File: src/rtl/vpd_fifo.sv
`timescale 1ns / 1ps
module vpd_fifo #(
  parameter int unsigned W = 8,
  parameter int unsigned DEPTH = 4
) (
  input  logic         clk,
  input  logic         rst,
  input  logic         wr,
  input  logic [W-1:0] wdata,
  output logic         full,
  input  logic         rd,
  output logic [W-1:0] rdata,
  output logic         empty
);
  localparam int unsigned AW = $clog2(DEPTH);
  logic [W-1:0] mem [DEPTH];
  logic [AW-1:0] wp, rp;
  logic [AW:0] cnt;
  logic do_wr, do_rd;

  assign full = (cnt == (AW+1)'(DEPTH));
  assign empty = (cnt == '0);
  assign do_wr = wr && !full;
  assign do_rd = rd && !empty;
  assign rdata = mem[rp];

  always_ff @(posedge clk) begin
    if (do_wr) mem[wp] <= wdata;
    if (rst) begin
      wp <= '0;
      rp <= '0;
      cnt <= '0;
    end else begin
      if (do_wr) wp <= (wp == AW'(DEPTH-1)) ? '0 : wp + 1'b1;
      if (do_rd) rp <= (rp == AW'(DEPTH-1)) ? '0 : rp + 1'b1;
      cnt <= cnt + (AW+1)'(do_wr) - (AW+1)'(do_rd);
    end
  end
endmodule

File: config.mk
export PLATFORM = sky130hd
export DESIGN_NAME = vpd_fifo
export DESIGN_NICKNAME = d
export VERILOG_FILES = /design/src/rtl/vpd_fifo.sv
export SDC_FILE = /design/constraint.sdc
export NUM_CORES = 1
export LEC_CHECK = 0
export ABC_AREA = 1
export BUFFER_PORTS_ARGS = -buffer_cell sky130_fd_sc_hd__buf_4
export CORE_MARGIN = 4
export CORE_UTILIZATION = 60
export CTS_CLUSTER_SIZE = 20
export DETAILED_ROUTE_END_ITERATION = 8
export PLACE_DENSITY = 0.82
export SYNTH_ARGS = -nofsm -noshare
export SYNTH_HDL_FRONTEND = slang
export SYNTH_SLANG_ARGS = --single-unit
File: constraint.sdc
create_clock -name clk -period 4.8 [get_ports clk]
set_input_delay 0.48 -clock clk [delete_from_list [all_inputs] [get_ports clk]]
set_output_delay 0.48 -clock clk [all_outputs]
set_load 0.02 [all_outputs]
# [Yosys cells after proc, flatten, opt, wreduce, memory -nomap -nowiden]
# Memory sizes are Yosys's and may differ from the RTL's. A register that Yosys moved wholly into a read port is not among the register bits.
# Cells that the tools add are included.
[word_totals] regBits=7 latch_bits=0 ramBits=32 romBits=0 input_bits=12 out_inout_bits=10 n_memories=1
[op_classes] addsub=4 multipliers=0 n_div=0 order_cmp=0 n_eq_ne=3 n_shift=0 n_mux=6 bitwise_logic=0 n_reduce_logical=5
[memory_table] name="mem" words=4 word_bits=8 read_ports=1 rd_clocked_by_memory_dff=1 write_ports=1 line_no="16" rtl="logic [W-1:0] mem [DEPTH];"
[op_table] operator="two-way mux 2 bit" count=4
[op_table] operator="adder 2 x 1 -> 2 bit, second input constant" count=2
[op_table] operator="equality test 2 bit, second input constant" count=2
[op_table] operator="adder 3 x 1 -> 3 bit" count=1
[op_table] operator="equality test 3 bit, second input constant" count=1
[op_table] operator="zero test 3 bit" count=1
[op_table] operator="subtractor 3 x 1 -> 3 bit" count=1
[op_table] operator="logical AND 1 bit" count=2
[op_table] operator="zero test 1 bit" count=2
[op_table] operator="two-way mux 1 bit" count=2

# [Depth between registers and ports, before layout]
[depth] ltp_word=5 mapped_depth=11 depth_no_buf=11

# [Worst setup path before layout]
# Ideal clock, no wire load.
[synth_path] path_type="reg-to-reg" start="register cnt[1]" end="register cnt[2]" arrival_time_ps=1806 required_time_ps=4687 setup_slack_ps=2881 stages_incl_launch_ff=11 period_less_slack_ps=1919 path_cell_list="dfxtp_1 > nor2_1 > nand2_1 > inv_1 > nor2_1 > ha_1 > inv_1 > ha_1 > fa_1 > nor2_1 > nor2_1"
[synth_via] word_cells_on_any_way=8
[synth_lines] element="start, declared" line_no="18" rtl="logic [AW:0] cnt;"
[synth_lines] element="start signal, assigned" line_no="36" rtl="cnt <= cnt + (AW+1)'(do_wr) - (AW+1)'(do_rd);"
[synth_lines] element="zero test 3 bit" line_no="22" rtl="assign empty = (cnt == '0);"
[synth_lines] element="named net empty" line_no="13" rtl="output logic empty"
[synth_lines] element="zero test 1 bit" line_no="24" rtl="assign do_rd = rd && !empty;"
[synth_lines] element="logical AND 1 bit" line_no="24"
[synth_lines] element="subtractor 3 x 1 -> 3 bit" line_no="36"
# The timed path passes the listed nets, and every way through them passes these cells.
# A chain may end at the register's enable or synchronous reset.

==> flow_metrics.tcl <==
set metrics [dict create \
    pre_cts_ws_ns 2.868 \
    avgRoutedWirePerCell_microns 13.85 \
    track_usage_pct 16.53 \
    die_w_microns 61.20 \
    ir_worst_vdd_v 0.0004378 \
    synth_top_area_share_pct 56.60 \
    rr_worst_depth 10 \
    holdBufCountCts 0 \
    setup_viol 0 \
    fin_skew_ns 0.01715 \
    netSwitchingFraction_pct 36.78 \
    clkLatencyLatePin_ns 0.35 \
    drv_cap 0 \
    crit_type "reg2out" \
    core_area_sq_mm 0.002734 \
    multi_input_area_sq_um 466.7 \
    p_clk_share_pct 15.1 \
    cts_tree "built" \
    cts_resized 0 \
    finalSetupTns_ns 0 \
    first_pass_iters 4 \
    max_freq_mhz 442.9 \
    yosysSeqAreaShare_pct 67.21 \
    drive_above_1_share_pct 20.00 \
    rr_startpoint "cnt[1]" \
    netlist_instances 143 \
    n_antenna_cell 0 \
    synthesis.area_sq_mm 0.001698 \
    r2r_setup_slack_ns 2.86 \
    synthArstFlopShare_pct 0 \
    vias 1073 \
    p_seq_share_pct 46.7 \
    cts_buffers 5 \
    power_leakage_uw 0.0007748 \
    worst_setup_path_start_kind "register" \
    cts.sinks 41 \
    layout_setup_ws_ns 2.542 \
    synth_warnings 0 \
    worstMarginPinSlew_ns 0.7975 \
    min_to "cnt[0]" \
    grt_max_degree 18 \
    synth_area_leader_cell "edfxtp_1" \
    min_period_ns 2.258 \
    io_buffer_count 21 \
    run_status "completed" \
    cellPowerDensity_mw_per_mm2 541.9 \
    place_inst 193 \
    hpwl_microns 1971 \
    wl_microns 2784 \
    ctsLongestPathBuffers 2 \
    ys_ff_latch 41 \
    ant_nets 0 \
    slew_headroom_pct 46.64 \
    rows 19 \
    nets 189 \
    drt_iter0_markers 59 \
    hold_depth 2 \
    final_cell_mix "32 x nor2_1, 32 x edfxtp_1, 21 x buf_4" \
    worstPathArrival_ns 1.78 \
    syn_nets 163 \
    slew_viol_final 0 \
    placedInstanceArea_sq_mm 0.001872 \
    hold_path_class "in2reg" \
    synth.area.top_cells "edfxtp_1 57%, dfxtp_1 11%, nor2_1 7.1%" \
    fp.dieH_microns 61.20 \
    synth_edf_count 32 \
    gp_congestion 0.7780 \
    clkSlewWorstSetupHoldPaths_ns 0.11 \
    final_cell_area_sq_mm 0.001922 \
    cts_setup_buffers 0 \
    syn_area_per_cell_sq_um 11.87 \
    cts-root-buf "clkbuf_4" \
    reg2reg_to "cnt[2]" \
    initial_core_util_pct 62.11 \
    p_int_uw 658.4 \
    final-hold-violation-count 0 \
    synth_cell_types 20 \
    stdcell_count 201 \
    htreeDepth 2 \
    register_area_sq_mm 0.001141 \
    grt_pass1_vias 1041 \
    layout-area-overhead-vs-synth_pct 13.19 \
    crit_fanout 17 \
    viasPerCell 5.338 \
    p_switching_uw 383.0 \
    rsz0062_at_grt "false" \
    synth_ff_type "edfxtp_1" \
    antenna_found_initial 0 \
    design.portCount 22 \
    num-fill-cells 200 \
    endpoint_kind "output port" \
    dieArea_sq_mm 0.003745 \
    overflow 0 \
    required_ns 4.32 \
    drc 0 \
    hold_start "rst" \
    p_comb_share_pct 38.2 \
    finalCritPeriodShare_pct 47.04 \
    grt_pass1_wl_microns 4195 \
]
-- layer usage --
metal | wire length (microns) | GRT usage (%) | vias to the layer above | part of all wire (%)
li1 | - | - | 538 | -
met1 | 1079 | 16.69 | 501 | 39
met2 | 1489 | 29.00 | 27 | 53
met4 | 68 | 11.46 | 0 | 2.4
met5 | 0 | 0 | - | 0
met3 | 147 | 4.822 | 7 | 5.3
-- flip-flops by register name, summed over array words and instances, names as in the netlist, named ones only --
signal  flops
mem        32
cnt         3
rp          2
wp          2
-- cell families after synthesis --
kind of cell / share of synthesized area, %
AND/OR/NAND/NOR: 11.42
AO/OA/AOI/OAI: 9.211
flip-flops: 67.21
buffers and inverters: 5.305
adder cells (fa/ha/maj): 6.337
XOR/XNOR: 0.5159
-- power by group through the flow --
stage | Sequential, uW | Combinational (uW) | Clock [uW]
detailed placement | 495 | 403 | 0
global route | 495 | 441 | 175
CTS | 487 | 405 | 160
global placement | 492 | 383 | 0
finish | 487 | 398 | 157
floorplan | 478 | 283 | 0
-- critical path, stage by stage, from the launching register on --
cell and delay [ns]:
dfxtp_1 0.69, inv_2 0.26, o21ai_0 0.23, o22ai_1 0.10, buf_4 0.16
-- stage by stage --
stage                     utilization [%]  hold slack [ns]  power (uW)
after floorplan                         -           0.4827       760.9
after global placement              68.47           0.5111       875.0
after detailed placement            68.47           0.5140       898.8
after CTS                           70.30           0.2881        1053
after global routing                70.30           0.2879        1111
final                               70.30           0.3025        1041
-- how the worst max path moves through the flow --
| stage | start | end | cells past startpoint |
|---|---|---|---|
| finish | register | rdata[5] | 4 |
| CTS | register | rdata[1] | 4 |
| detailed placement | cnt[1] | cnt[2] | 10 |
| global placement | cnt[1] | cnt[2] | 10 |
| global route | register | rdata[5] | 4 |
| floorplan | cnt[1] | cnt[2] | 10 |
-- cell usage after synthesis (2+ instances only) --
cell type	instances
inv_1	17
ha_1	7
o22ai_1	8
edfxtp_1	32
a21oi_1	3
nand2_1	8
dfxtp_1	9
buf_6	2
nand3b_1	2
o21ai_0	12
o21ai_2	3
nor2_1	32
-- cell type report --
class                           count  area share, %
Timing Repair Buffer               21          8.203
Sequential cell                    41          59.37
Multi-Input combinational cell     82          24.28
Tap cell                           31          2.018
Clock inverter                      1         0.2604
Clock buffer                        7          2.344
Inverter                           18          3.516
(Power assumes the default switching activity.)
